File: config.mk
export PLATFORM = sky130hd
export DESIGN_NAME = alarm_beep_pulse_sequencer_flat
export DESIGN_NICKNAME = d
export VERILOG_FILES = /design/src/rtl/abps_pkg.sv /design/src/rtl/abps_if.sv /design/src/rtl/alarm_beep_pulse_sequencer.sv /design/src/rtl/abps_cfg_regs.sv /design/src/rtl/abps_core.sv /design/src/flat_wrapper.sv
export SDC_FILE = /design/constraint.sdc
export NUM_CORES = 1
export LEC_CHECK = 0
export BUFFER_PORTS_ARGS = -buffer_cell sky130_fd_sc_hd__buf_2
export CAP_MARGIN = 30
export CELL_PAD_IN_SITES_DETAIL_PLACEMENT = 1
export CELL_PAD_IN_SITES_GLOBAL_PLACEMENT = 1
export CORE_MARGIN = 2
export CORE_UTILIZATION = 44
export CTS_CLUSTER_SIZE = 40
export DETAILED_ROUTE_END_ITERATION = 12
export GPL_ROUTABILITY_DRIVEN = 0
export HOLD_SLACK_MARGIN = 0.02
export PLACE_DENSITY_LB_ADDON = 0.1
export SYNTH_ARGS = -nofsm -noshare
export SYNTH_HDL_FRONTEND = slang
export SYNTH_SLANG_ARGS = --single-unit
File: constraint.sdc
create_clock -name clk_i -period 3.5 [get_ports clk_i]
set_clock_uncertainty 0.05 [all_clocks]
set_input_delay 0 -clock clk_i [delete_from_list [all_inputs] [get_ports clk_i]]
set_output_delay 0 -clock clk_i [all_outputs]
set_load 0.005 [all_outputs]
File: src/rtl/abps_pkg.sv
package abps_pkg;

  localparam int unsigned CfgIdxW  = 3;
  localparam int unsigned CfgDataW = 8;

  // register map of the configuration channel
  typedef enum logic [CfgIdxW-1:0] {
    CFG_ARM_COUNT,
    CFG_ARM_LENGTH,
    CFG_KEY_COUNT,
    CFG_KEY_LENGTH,
    CFG_DISARM_COUNT,
    CFG_DISARM_LENGTH
  } cfg_idx_e;

  // ten-second chain: 190 ticks per slot, 40 slots per second, 10 seconds
  localparam logic [7:0] TenTickMax  = 8'd189;
  localparam logic [5:0] TenSlotMax  = 6'd39;
  localparam logic [3:0] TenSecMax   = 4'd9;
  // beep slot: 152 ticks times 3
  localparam logic [7:0] BeepTickMax = 8'd151;
  localparam logic [2:0] BeepSlotMax = 3'd2;

  localparam logic [7:0] ArmCountRst    = 8'd1;
  localparam logic [5:0] ArmLengthRst   = 6'd12;
  localparam logic [7:0] KeyCountRst    = 8'd5;
  localparam logic [5:0] KeyLengthRst   = 6'd7;
  localparam logic [7:0] DisarmCountRst = 8'd2;
  localparam logic [5:0] DisarmLengthRst = 6'd10;

  typedef struct packed {
    logic [7:0] arm_beep_count;
    logic [5:0] arm_beep_length;
    logic [7:0] key_beep_count;
    logic [5:0] key_beep_length;
    logic [7:0] disarm_beep_count;
    logic [5:0] disarm_beep_length;
  } cfg_t;

  typedef struct packed {
    logic protect_armed;
    logic disarm_level;
    logic arm_request;
    logic key_request;
    logic warning_restart;
    logic beep_restart;
    logic delay_restart;
  } req_t;

  typedef struct packed {
    logic beep_out;
    logic pulse_out;
    logic output_enable_strobe;
    logic power_save_strobe;
    logic arm_pending;
    logic key_pending;
  } rsp_t;

  typedef struct packed {
    logic drst;
    logic key;
    logic arm;
    logic ddone;
    logic pdone;
    logic bdone;
    logic pulse;
    logic beep;
  } marks_t;

  typedef struct packed {
    logic [7:0] tick;
    logic [5:0] slot;
    logic [3:0] sec;
  } chain_t;

  typedef struct packed {
    chain_t chain;
    logic   done;
  } chain_res_t;

  typedef struct packed {
    logic [7:0] tick;
    logic [1:0] slot;
    logic [7:0] phase;
    logic [7:0] done_cnt;
  } beep_cnt_t;

  typedef struct packed {
    beep_cnt_t cnt;
    logic      level;
    logic      done;
  } beep_res_t;

  function automatic chain_res_t ten_sec_step(chain_t c);
    chain_res_t r;
    r.chain = c;
    r.done  = 1'b0;
    r.chain.tick = c.tick + 8'd1;
    if (r.chain.tick > TenTickMax) begin
      r.chain.tick = '0;
      r.chain.slot = c.slot + 6'd1;
      if (r.chain.slot > TenSlotMax) begin
        r.chain.slot = '0;
        r.chain.sec  = c.sec + 4'd1;
        if (r.chain.sec > TenSecMax) begin
          r.chain.sec = '0;
          r.done      = 1'b1;
        end
      end
    end
    return r;
  endfunction

  function automatic beep_res_t beep_step(beep_cnt_t c, logic level, logic [7:0] count,
                                          logic [5:0] length);
    beep_res_t  r;
    logic [2:0] slot_inc;
    r.cnt  = c;
    r.done = 1'b0;
    r.cnt.tick = c.tick + 8'd1;
    // tone toggles every tick during the on-time
    r.level  = (c.phase < {2'b00, length}) ? ~level : 1'b0;
    slot_inc = {1'b0, c.slot} + 3'd1;
    if (r.cnt.tick > BeepTickMax) begin
      r.cnt.tick = '0;
      r.cnt.slot = slot_inc[1:0];
      if (slot_inc > BeepSlotMax) begin
        r.cnt.slot  = '0;
        r.cnt.phase = c.phase + 8'd1;
        if ({1'b0, r.cnt.phase} > {2'b00, length, 1'b0}) begin
          r.cnt.phase    = '0;
          r.cnt.done_cnt = c.done_cnt + 8'd1;
          if (r.cnt.done_cnt == count) begin
            r.cnt.done_cnt = '0;
            r.done         = 1'b1;
          end
        end
      end
    end
    return r;
  endfunction

endpackage

File: src/rtl/abps_if.sv
interface abps_req_if;
  logic valid;
  logic ready;
  logic protect_armed;
  logic disarm_level;
  logic arm_request;
  logic key_request;
  logic warning_restart;
  logic beep_restart;
  logic delay_restart;

  modport source (
    output valid, protect_armed, disarm_level, arm_request, key_request,
           warning_restart, beep_restart, delay_restart,
    input  ready
  );
  modport sink (
    input  valid, protect_armed, disarm_level, arm_request, key_request,
           warning_restart, beep_restart, delay_restart,
    output ready
  );
endinterface

interface abps_rsp_if;
  logic valid;
  logic ready;
  logic beep_out;
  logic pulse_out;
  logic output_enable_strobe;
  logic power_save_strobe;
  logic arm_pending;
  logic key_pending;

  modport source (
    output valid, beep_out, pulse_out, output_enable_strobe, power_save_strobe,
           arm_pending, key_pending,
    input  ready
  );
  modport sink (
    input  valid, beep_out, pulse_out, output_enable_strobe, power_save_strobe,
           arm_pending, key_pending,
    output ready
  );
endinterface

interface abps_cfg_if;
  import abps_pkg::*;
  logic                valid;
  logic                ready;
  logic [CfgIdxW-1:0]  index;
  logic [CfgDataW-1:0] data;

  modport source (output valid, index, data, input ready);
  modport sink (input valid, index, data, output ready);
endinterface

File: src/rtl/alarm_beep_pulse_sequencer.sv
// alarm buzzer and pulse-output sequencer, one timer tick per request
//
// req_i carries one tick: the protection levels and the request pulses.
// rsp_o returns one result per tick, in order: buzzer and pulse levels,
// the output-enable and power-save strobes and the pending marks.
// cfg_i writes the beep count and length of the arm, key and disarm modes;
// write it only while no tick is in flight. cfg_i is always ready.
//
// a taken request goes into the input register and, once the result register
// is free or being read, on into the result register, where its result waits
// to be taken (input register, then result register).
// throughput: one tick per cycle while the receiver takes results; the whole
// tick update is a single pass of counter and flag logic between the two registers.
// when the receiver stalls, the result register holds and the input
// register takes one more tick; req_i.ready drops only while both are full.
// reset clears all counters and marks and loads the default configuration.
module alarm_beep_pulse_sequencer (
  input  logic       clk_i,
  input  logic       rst_ni,
  abps_req_if.sink   req_i,
  abps_rsp_if.source rsp_o,
  abps_cfg_if.sink   cfg_i
);
  import abps_pkg::*;

  cfg_t cfg;
  req_t req_item;
  rsp_t rsp_next;

  logic in_valid_q;
  req_t in_item_q;
  logic out_valid_q, out_valid_d;
  rsp_t out_item_q;
  logic advance;

  assign req_item.protect_armed   = req_i.protect_armed;
  assign req_item.disarm_level    = req_i.disarm_level;
  assign req_item.arm_request     = req_i.arm_request;
  assign req_item.key_request     = req_i.key_request;
  assign req_item.warning_restart = req_i.warning_restart;
  assign req_item.beep_restart    = req_i.beep_restart;
  assign req_item.delay_restart   = req_i.delay_restart;

  assign advance     = in_valid_q && (!out_valid_q || rsp_o.ready);
  assign req_i.ready = !in_valid_q || advance;
  assign out_valid_d = advance || (out_valid_q && !rsp_o.ready);

  abps_cfg_regs u_cfg_regs (
    .clk_i  (clk_i),
    .rst_ni (rst_ni),
    .cfg_i  (cfg_i),
    .cfg_o  (cfg)
  );

  abps_core u_core (
    .clk_i  (clk_i),
    .rst_ni (rst_ni),
    .step_i (advance),
    .req_i  (in_item_q),
    .cfg_i  (cfg),
    .rsp_o  (rsp_next)
  );

  always_ff @(posedge clk_i or negedge rst_ni) begin
    if (!rst_ni) begin
      in_valid_q  <= 1'b0;
      out_valid_q <= 1'b0;
    end else begin
      if (req_i.ready) in_valid_q <= req_i.valid;
      out_valid_q <= out_valid_d;
    end
  end

  always_ff @(posedge clk_i) begin
    if (req_i.valid && req_i.ready) in_item_q <= req_item;
    if (advance) out_item_q <= rsp_next;
  end

  assign rsp_o.valid                = out_valid_q;
  assign rsp_o.beep_out             = out_item_q.beep_out;
  assign rsp_o.pulse_out            = out_item_q.pulse_out;
  assign rsp_o.output_enable_strobe = out_item_q.output_enable_strobe;
  assign rsp_o.power_save_strobe    = out_item_q.power_save_strobe;
  assign rsp_o.arm_pending          = out_item_q.arm_pending;
  assign rsp_o.key_pending          = out_item_q.key_pending;

endmodule

File: src/rtl/abps_cfg_regs.sv
module abps_cfg_regs (
  input  logic           clk_i,
  input  logic           rst_ni,
  abps_cfg_if.sink       cfg_i,
  output abps_pkg::cfg_t cfg_o
);
  import abps_pkg::*;

  cfg_t cfg_q;
  cfg_t cfg_d;

  assign cfg_i.ready = 1'b1;
  assign cfg_o       = cfg_q;

  always_comb begin
    cfg_d = cfg_q;
    if (cfg_i.valid) begin
      case (cfg_idx_e'(cfg_i.index))
        CFG_ARM_COUNT:     cfg_d.arm_beep_count     = cfg_i.data;
        CFG_ARM_LENGTH:    cfg_d.arm_beep_length    = cfg_i.data[5:0];
        CFG_KEY_COUNT:     cfg_d.key_beep_count     = cfg_i.data;
        CFG_KEY_LENGTH:    cfg_d.key_beep_length    = cfg_i.data[5:0];
        CFG_DISARM_COUNT:  cfg_d.disarm_beep_count  = cfg_i.data;
        CFG_DISARM_LENGTH: cfg_d.disarm_beep_length = cfg_i.data[5:0];
        default:           cfg_d = cfg_q;
      endcase
    end
  end

  always_ff @(posedge clk_i or negedge rst_ni) begin
    if (!rst_ni) begin
      cfg_q.arm_beep_count     <= ArmCountRst;
      cfg_q.arm_beep_length    <= ArmLengthRst;
      cfg_q.key_beep_count     <= KeyCountRst;
      cfg_q.key_beep_length    <= KeyLengthRst;
      cfg_q.disarm_beep_count  <= DisarmCountRst;
      cfg_q.disarm_beep_length <= DisarmLengthRst;
    end else begin
      cfg_q <= cfg_d;
    end
  end

endmodule

File: src/rtl/abps_core.sv
module abps_core (
  input  logic           clk_i,
  input  logic           rst_ni,
  input  logic           step_i,
  input  abps_pkg::req_t req_i,
  input  abps_pkg::cfg_t cfg_i,
  output abps_pkg::rsp_t rsp_o
);
  import abps_pkg::*;

  marks_t    marks_q, marks_d;
  beep_cnt_t beep_q, beep_d;
  chain_t    pulse_q, pulse_d;
  chain_t    delay_q, delay_d;

  beep_res_t  beep_r;
  chain_res_t pulse_r;
  chain_res_t delay_r;
  logic [7:0] count_sel;
  logic [5:0] length_sel;
  logic       arm_br, key_br, dis_br;
  logic       oe, ps;

  always_comb begin
    marks_d = marks_q;
    beep_d  = beep_q;
    pulse_d = pulse_q;
    delay_d = delay_q;
    oe      = 1'b0;
    ps      = 1'b0;

    // request pulses land before this tick's work
    if (req_i.arm_request)   marks_d.arm  = 1'b1;
    if (req_i.key_request)   marks_d.key  = 1'b1;
    if (req_i.delay_restart) marks_d.drst = 1'b1;
    if (req_i.warning_restart) begin
      marks_d.pdone = 1'b0;
      pulse_d       = '0;
    end
    if (req_i.beep_restart) begin
      marks_d.bdone = 1'b0;
      beep_d        = '0;
    end

    arm_br = req_i.protect_armed && marks_d.arm;
    key_br = req_i.protect_armed && !marks_d.arm && marks_d.key;
    dis_br = !req_i.protect_armed && req_i.disarm_level;

    if (!req_i.protect_armed) begin
      count_sel  = cfg_i.disarm_beep_count;
      length_sel = cfg_i.disarm_beep_length;
    end else if (marks_d.arm) begin
      count_sel  = cfg_i.arm_beep_count;
      length_sel = cfg_i.arm_beep_length;
    end else begin
      count_sel  = cfg_i.key_beep_count;
      length_sel = cfg_i.key_beep_length;
    end

    beep_r  = beep_step(beep_d, marks_d.beep, count_sel, length_sel);
    pulse_r = ten_sec_step(pulse_d);
    delay_r = ten_sec_step(marks_d.drst ? '0 : delay_d);

    if (arm_br) begin
      ps            = 1'b1;
      marks_d.pulse = 1'b0;
      if (!marks_d.bdone) begin
        beep_d        = beep_r.cnt;
        marks_d.beep  = beep_r.level;
        marks_d.bdone = beep_r.done;
      end else begin
        marks_d.arm   = 1'b0;
        marks_d.bdone = 1'b0;
      end
    end

    if (dis_br) begin
      ps            = 1'b1;
      marks_d.pulse = 1'b0;
    end

    // burst of beeps, then a ten-second pause
    if (key_br || dis_br) begin
      ps = 1'b1;
      if (!marks_d.bdone) begin
        beep_d        = beep_r.cnt;
        marks_d.beep  = beep_r.level;
        marks_d.bdone = beep_r.done;
      end else if (!marks_d.ddone) begin
        marks_d.drst  = 1'b0;
        delay_d       = delay_r.chain;
        marks_d.ddone = delay_r.done;
      end else begin
        marks_d.ddone = 1'b0;
        marks_d.bdone = 1'b0;
      end
    end

    if (key_br) begin
      if (!marks_d.pdone) begin
        if (!marks_d.pulse) oe = 1'b1;
        marks_d.pulse = 1'b1;
        pulse_d       = pulse_r.chain;
        if (pulse_r.done) begin
          marks_d.pulse = 1'b0;
          oe            = 1'b1;
        end
        marks_d.pdone = pulse_r.done;
      end else if (marks_d.bdone) begin
        marks_d.bdone = 1'b0;
        marks_d.pdone = 1'b0;
        marks_d.key   = 1'b0;
        delay_d       = '0;
      end
    end

    rsp_o.beep_out             = marks_d.beep;
    rsp_o.pulse_out            = marks_d.pulse;
    rsp_o.output_enable_strobe = oe;
    rsp_o.power_save_strobe    = ps;
    rsp_o.arm_pending          = marks_d.arm;
    rsp_o.key_pending          = marks_d.key;
  end

  always_ff @(posedge clk_i or negedge rst_ni) begin
    if (!rst_ni) begin
      marks_q <= '0;
      beep_q  <= '0;
      pulse_q <= '0;
      delay_q <= '0;
    end else if (step_i) begin
      marks_q <= marks_d;
      beep_q  <= beep_d;
      pulse_q <= pulse_d;
      delay_q <= delay_d;
    end
  end

endmodule

File: src/flat_wrapper.sv
// flat-port wrapper written by rule: the top's interface ports become plain ports
module alarm_beep_pulse_sequencer_flat import abps_pkg::*;
  (clk_i, rst_ni, req_i_valid, req_i_protect_armed, req_i_disarm_level, req_i_arm_request, req_i_key_request, req_i_warning_restart, req_i_beep_restart, req_i_delay_restart, req_i_ready, rsp_o_valid, rsp_o_beep_out, rsp_o_pulse_out, rsp_o_output_enable_strobe, rsp_o_power_save_strobe, rsp_o_arm_pending, rsp_o_key_pending, rsp_o_ready, cfg_i_valid, cfg_i_index, cfg_i_data, cfg_i_ready);
  abps_req_if req_i_i ();
  abps_rsp_if rsp_o_i ();
  abps_cfg_if cfg_i_i ();
  input  logic clk_i;
  input  logic rst_ni;
  input wire logic [$bits(req_i_i.valid)-1:0] req_i_valid;
  input wire logic [$bits(req_i_i.protect_armed)-1:0] req_i_protect_armed;
  input wire logic [$bits(req_i_i.disarm_level)-1:0] req_i_disarm_level;
  input wire logic [$bits(req_i_i.arm_request)-1:0] req_i_arm_request;
  input wire logic [$bits(req_i_i.key_request)-1:0] req_i_key_request;
  input wire logic [$bits(req_i_i.warning_restart)-1:0] req_i_warning_restart;
  input wire logic [$bits(req_i_i.beep_restart)-1:0] req_i_beep_restart;
  input wire logic [$bits(req_i_i.delay_restart)-1:0] req_i_delay_restart;
  output wire logic [$bits(req_i_i.ready)-1:0] req_i_ready;
  output wire logic [$bits(rsp_o_i.valid)-1:0] rsp_o_valid;
  output wire logic [$bits(rsp_o_i.beep_out)-1:0] rsp_o_beep_out;
  output wire logic [$bits(rsp_o_i.pulse_out)-1:0] rsp_o_pulse_out;
  output wire logic [$bits(rsp_o_i.output_enable_strobe)-1:0] rsp_o_output_enable_strobe;
  output wire logic [$bits(rsp_o_i.power_save_strobe)-1:0] rsp_o_power_save_strobe;
  output wire logic [$bits(rsp_o_i.arm_pending)-1:0] rsp_o_arm_pending;
  output wire logic [$bits(rsp_o_i.key_pending)-1:0] rsp_o_key_pending;
  input wire logic [$bits(rsp_o_i.ready)-1:0] rsp_o_ready;
  input wire logic [$bits(cfg_i_i.valid)-1:0] cfg_i_valid;
  input wire logic [$bits(cfg_i_i.index)-1:0] cfg_i_index;
  input wire logic [$bits(cfg_i_i.data)-1:0] cfg_i_data;
  output wire logic [$bits(cfg_i_i.ready)-1:0] cfg_i_ready;
  assign req_i_i.valid = req_i_valid;
  assign req_i_i.protect_armed = req_i_protect_armed;
  assign req_i_i.disarm_level = req_i_disarm_level;
  assign req_i_i.arm_request = req_i_arm_request;
  assign req_i_i.key_request = req_i_key_request;
  assign req_i_i.warning_restart = req_i_warning_restart;
  assign req_i_i.beep_restart = req_i_beep_restart;
  assign req_i_i.delay_restart = req_i_delay_restart;
  assign req_i_ready = req_i_i.ready;
  assign rsp_o_valid = rsp_o_i.valid;
  assign rsp_o_beep_out = rsp_o_i.beep_out;
  assign rsp_o_pulse_out = rsp_o_i.pulse_out;
  assign rsp_o_output_enable_strobe = rsp_o_i.output_enable_strobe;
  assign rsp_o_power_save_strobe = rsp_o_i.power_save_strobe;
  assign rsp_o_arm_pending = rsp_o_i.arm_pending;
  assign rsp_o_key_pending = rsp_o_i.key_pending;
  assign rsp_o_i.ready = rsp_o_ready;
  assign cfg_i_i.valid = cfg_i_valid;
  assign cfg_i_i.index = cfg_i_index;
  assign cfg_i_i.data = cfg_i_data;
  assign cfg_i_ready = cfg_i_i.ready;
  alarm_beep_pulse_sequencer u_core (.clk_i(clk_i), .rst_ni(rst_ni), .req_i(req_i_i), .rsp_o(rsp_o_i), .cfg_i(cfg_i_i));
endmodule
Yosys cells after proc, flatten, opt, wreduce, memory -nomap -nowiden
Index checks and enable logic that the tools add are counted.
{"block": "op_classes", "add_sub_neg": 10, "n_lt_le_gt_ge": 10, "eq_ne": 6, "n_mux": 66, "bitwise": 2, "reduce_logical": 26}
{"cell": "2-to-1 mux 18 bit", "count": 11}
{"cell": "2-to-1 mux 26 bit", "count": 6}
{"cell": "adder 8 x 1 -> 8 bit, second input constant", "count": 5}
{"cell": "2-to-1 mux 19 bit", "count": 2}
{"cell": "2-to-1 mux 1 bit", "count": 34}
{"cell": "> comparator 8 bit, second input constant", "count": 3}
{"cell": "2-to-1 mux 8 bit", "count": 3}
{"cell": "2-to-1 mux 11 bit", "count": 2}
{"cell": "2-to-1 mux 16 bit", "count": 1}
{"cell": "adder 6 x 1 -> 6 bit, second input constant", "count": 2}
{"cell": "> comparator 6 bit, second input constant", "count": 2}
{"cell": "2-to-1 mux 6 bit", "count": 2}
{"cell": "AND reduction 2 bit", "count": 6}
{"cell": "2-to-1 mux 5 bit", "count": 2}
{"cell": "adder 4 x 1 -> 4 bit, second input constant", "count": 2}
{"cell": "equality test 8 bit", "count": 1}
{"cell": "> comparator 4 bit, second input constant", "count": 2}
{"cell": "> comparator 8 x 7 -> 1 bit", "count": 1}
{"cell": "< comparator 8 x 6 -> 1 bit", "count": 1}
{"cell": "logical AND 1 bit", "count": 7}
{"cell": "equality test 3 x 2 -> 1 bit, second input constant", "count": 2}
{"cell": "equality test 3 bit, second input constant", "count": 2}
{"cell": "2-to-1 mux 3 bit", "count": 2}
{"cell": "zero test 1 bit", "count": 5}
{"cell": "other kinds (9)", "count": 14}
{"block": "totals", "reg_bits": 127, "input_bits": 23, "output_inout_bits": 9, "wordCells": 159}

Logic depth before layout (Yosys ltp)
{"block": "depth", "word_depth": 15, "depth_mapped": 18, "depth_no_buf": 15}

Cells and area by module
Synthesis repeated with hierarchy kept, for this count alone.
{"block": "unflattened", "hier_cells": 832, "hier_area_um2": 7972.6}
{"mod": "abps_core", "instances": 1, "cells_per_inst": 715, "area_per_inst_um2": 5838.1, "seq_area_each_um2": 1751.7}
{"mod": "abps_cfg_regs", "instances": 1, "cells_per_inst": 96, "area_per_inst_um2": 1640.3, "seq_area_each_um2": 1064.8}
{"mod": "alarm_beep_pulse_sequencer", "instances": 1, "cells_per_inst": 21, "area_per_inst_um2": 494.2, "seq_area_each_um2": 440.4}

Worst setup path before layout
Ideal clock, no wire load.
{"block": "synth_timing", "path_type": "reg2reg", "start": "register u_core.in_item_q[1] (netlist bit)", "end": "register u_core.u_core.delay_q[10] (netlist bit)", "setup_time_ps": 121, "t_arrival_ps": 3661, "required_time_ps": 3329, "slack_ps": -332, "stages_incl_launch_ff": 19, "n_path_buf": 3, "synth_period_minus_slack_ps": 3832, "path_cell_list": "edfxtp_1 > clkbuf_1 > buf_2 > clkbuf_1 > nor2b_1 > ha_1 > nand3_1 > inv_1 > nand3_1 > xor2_1 > nor2_1 > ha_1 > nor2_1 > a41oi_1 > o21ai_0 > a2111o_1 > o21ai_4 > o21ai_2 > a22o_1"}
{"block": "synth_between", "elab_chain_len": 14, "elab_cells_between_ends": 23, "cone_classes": "4 x add/sub; 3 x order compare; 1 x eq/ne; 15 x mux"}
{"item": "start: declaration", "line_no": "alarm_beep_pulse_sequencer.sv:31", "text": "req_t in_item_q;"}
{"item": "start signal: assignment", "line_no": "alarm_beep_pulse_sequencer.sv:75", "text": "if (req_i.valid && req_i.ready) in_item_q <= req_item;"}
{"item": "parallel branches: the longest is 13 deep, another holds adder 8 x 1 -> 8 bit"}
{"item": "2-to-1 mux 18 bit (*)", "line_no": "abps_core.sv:99", "text": "if (key_br) begin"}
{"item": "end signal: assignment", "line_no": "abps_core.sv:135", "text": "delay_q <= delay_d;"}
{"item": "end: declaration", "line_no": "abps_core.sv:14", "text": "chain_t delay_q, delay_d;"}
Every way passes the cells marked *.
A chain may end at the register's enable or synchronous reset.

Worst setup path in the final report
{"block": "layout_timing", "start": "register u_core.in_item_q[1] (netlist bit)", "end": "register u_core.u_core.delay_q[3] (netlist bit)"}
Same word-level chain as after synthesis.

==> impl_metrics.json <==
{
  "final_net_count": 977,
  "port_buffers": 30,
  "start_util_pct": 44.66,
  "synth.ff_latch_count": 127,
  "finalHoldViolCount": 0,
  "drive_gt1_share_pct": 21.06,
  "synth_area_per_cell_um2": 9.264,
  "cp.required_ns": 3.76,
  "hpwl_um": 16630,
  "fin_cells": 1169,
  "clockBufferDepth": 2,
  "tightest_slew_ns": 0.7091,
  "mostFrequentLayoutCells": "103 x dfrtp_1, 95 x nand2_1, 57 x nor2_1, 52 x o21ai_0, 42 x mux2_2",
  "hold_end": "u_core.u_cfg_regs.cfg_o[30]$_DFFE_PN1P_",
  "p_int_mw": 3.160,
  "holdPathStages": 3,
  "arrival_ns": 3.67,
  "worstSetupEndpointType": "flop",
  "cts_tree": "built",
  "p_leak_nw": 3.929,
  "fp.dieH_um": 138.8,
  "min_from": "cfg_i_index[0]",
  "die_w_um": 138.8,
  "ys_types": 86,
  "synthArstFlopShare_pct": 89.76,
  "postRouteAntennaNets": 0,
  "dp.cells": 1106,
  "rsz0062_at_grt": "yes",
  "ioPinCount": 32,
  "ys_seq_area_share_pct": 40.74,
  "outcome": "completed",
  "place_area_um2": 8511,
  "grtUsageTotal_pct": 25.19,
  "vias_per_cell": 6.056,
  "swShare_pct": 29.52,
  "wirelength_um": 23890,
  "cp-start-kind": "flop",
  "slew_headroom_pct": 52.23,
  "post_drt_wl_per_cell_um": 20.43,
  "netlist_area_um2": 7995,
  "rrSetupSlack_ns": 0.09,
  "critical_path.cell_chain": "buf_12 -> nor2b_1 -> ha_2 -> nand2_1 -> or4_1 -> nand3_1 -> nand4_1 -> or4_4 -> o21ai_4 -> o21ai_2 -> a22o_1",
  "setup_violations": 0,
  "p_switching_mw": 1.324,
  "cp_slowest_cell": "or4_1",
  "layout_commonest_cell": "dfrtp_1",
  "clkTransAtPathRegs_ns": 0.06,
  "antenna_found_initial": 0,
  "r2r_end": "u_core.u_core.delay_q[3]$_DFFE_PN0P_",
  "route.detailed.drc": 0,
  "p_clk_share_pct": 42.7,
  "core_um2": 17900,
  "diodes": 0,
  "min_path_type": "input pin to flop",
  "synth-edff-count": 13,
  "finalCriticalPeriod_ns": 3.409,
  "pwr-share-comb_pct": 16.6,
  "ys.flop_type": "dfrtp_1",
  "seqPwrFrac_pct": 40.7,
  "grt_pass1_wl_um": 39140,
  "syn_nets": 913,
  "drtIter0Drc": 350,
  "finalCritPeriodShare_pct": 97.39,
  "num_rows": 49,
  "syn_inst": 863,
  "design.die.area_um2": 19270,
  "cts-root-buf": "clkbuf_16",
  "total_power_mw": 4.483,
  "drt-pass1-iter-count": 4,
  "ir_drop_v": 0.0003144,
  "fin_area_um2": 9528,
  "drv_cap": 0,
  "final_core_util_pct": 53.22,
  "first_global_vias": 7591,
  "worst_skew_pair.late_latency_ns": 0.44,
  "slew_viol_final": 0,
  "gr-total-overflow": 0,
  "area_delta_synth_final_pct": 19.17,
  "grt_max_degree": 71,
  "critical-path-max-stage-delay_ns": 0.54,
  "path_class": "flop to flop",
  "htree_levels": 4,
  "hold_slack_ns": 0.09067,
  "cts.sinks": 127,
  "critical_path.reg2reg.startpoint": "u_core.in_item_q[1]$_DFFE_PP_",
  "critPathMaxFanout": 31,
  "rr_worst_depth": 11,
  "numCtsBuffers": 17,
  "yosys_warnings": 0,
  "vias": 7079,
  "power_density_nw_per_um2": 470.5,
  "fmax_mhz": 293.4
}
[cells in the mapped netlist, types with 6 or more instances]
cell type / number / share of area, %
mux2_2: 42 / 5.9
o21ai_0: 54 / 3.4
nand4b_1: 6 / 0.66
ha_1: 27 / 4.2
xnor2_1: 13 / 1.4
dfstp_2: 11 / 3.6
or3_1: 6 / 0.47
nor3_1: 16 / 1.0
buf_2: 9 / 0.56
nand2b_1: 19 / 1.5
dfrtp_1: 103 / 32
a31oi_1: 19 / 1.5
nand3_1: 43 / 2.7
and2_1: 8 / 0.63
or3b_1: 6 / 0.66
clkbuf_1: 32 / 1.5
nor2b_1: 18 / 1.4
inv_1: 26 / 1.2
o211ai_1: 9 / 0.85
a22o_1: 14 / 1.5
edfxtp_1: 13 / 4.9
nor2_1: 58 / 2.7
a21o_1: 14 / 1.3
nand2_1: 95 / 4.5
a21oi_1: 36 / 2.3
nand4_1: 8 / 0.63
xor2_1: 12 / 1.3
nor4_1: 6 / 0.47
a32o_1: 8 / 1.0
o31ai_1: 13 / 1.2
o21ai_1: 8 / 0.50
[kinds of logic after synthesis]
family                   count (synthesis)  share of synthesized area [%]
AND/OR/NAND/NOR                        333                          22.13
flip-flops                             127                          40.74
other                                    1                        0.04690
XOR/XNOR                                26                          3.020
AO/OA/AOI/OAI                          229                          19.59
adder cells (fa/ha/maj)                 27                          4.225
multiplexers                            47                          6.541
buffers and inverters                   73                          3.709
[what timing repair did]
item	CTS	global route
hold buffers	22	1
setup endpoints to repair	0	23
hold endpoints to repair	115	20
gates resized for setup	0	20
setup buffers	0	7
[flip-flops by register name (all words and copies together) (netlist names)]
register	cells
u_core.rsp_o.key_pending	1
u_core.in_valid_q	1
u_core.u_core.marks_q	8
u_core.in_item_q	7
u_core.rsp_o.valid	1
u_core.u_core.beep_q	26
u_core.rsp_o.pulse_out	1
u_core.rsp_o.arm_pending	1
u_core.u_cfg_regs.cfg_o	42
u_core.rsp_o.output_enable_strobe	1
u_core.u_core.delay_q	18
u_core.u_core.pulse_q	18
u_core.rsp_o.beep_out	1
u_core.rsp_o.power_save_strobe	1
[cell type report]
type | count | area [µm²]
Timing Repair Buffer | 91 | 710.7
Multi-Input combinational cell | 663 | 4554
Sequential cell | 127 | 3257
Fill cell | 2034 | 8374
Tap cell | 229 | 286.5
Clock buffer | 17 | 425.4
Inverter | 27 | 101.3
Clock inverter | 15 | 192.7
[per-layer routing]
layer  track usage, %  routed length (µm)
met5                0                   0
met4            9.888                 620
met3            5.525                 651
met2            44.85               12630
met1            29.62                9987
[critical path, delay by kind of cell (launching register included)]
family / cells / cell delay (ns)
flops: 1 / 0.50
fa+ha+maj: 1 / 0.25
buf+inv: 1 / 0.22
compound gates: 3 / 0.68
simple gates: 6 / 1.57
[power by group through the flow]
stage               clock network, mW  registers (mW)  logic [mW]
floorplan                           0            1.79       0.479
global placement                    0            1.83       0.663
detailed placement                  0            1.85       0.694
CTS                              1.95            1.82       0.722
global route                     2.02            1.85       0.825
finish                           1.92            1.83       0.742
[worst max-delay path by stage]
| stage | endpoint | startpoint |
|---|---|---|
| 6_report | u_core.u_core.delay_q[3]$_DFFE_PN0P_ | u_core.in_item_q[1]$_DFFE_PP_ |
| 2_1_floorplan | u_core.u_core.delay_q[4]$_DFFE_PN0P_ | u_core.in_item_q[1]$_DFFE_PP_ |
| 4_1_cts | u_core.u_core.delay_q[14]$_DFFE_PN0P_ | u_core.in_item_q[1]$_DFFE_PP_ |
| 3_5_place_dp | u_core.u_core.delay_q[14]$_DFFE_PN0P_ | u_core.in_item_q[1]$_DFFE_PP_ |
| 5_1_grt | u_core.u_core.delay_q[3]$_DFFE_PN0P_ | u_core.in_item_q[1]$_DFFE_PP_ |
| 3_3_place_gp | u_core.u_core.delay_q[14]$_DFFE_PN0P_ | u_core.in_item_q[1]$_DFFE_PP_ |
[metrics by stage]
step / setup slack (ns) / setup TNS (ns)
after floorplan: 0.01313 / 0
after global placement: 0.1971 / 0
after detailed placement: 0.05783 / 0
after CTS: 0.01612 / 0
after global routing: -0.03852 / -0.2458
final: 0.09147 / 0
Power figures use the tool's default switching activity.
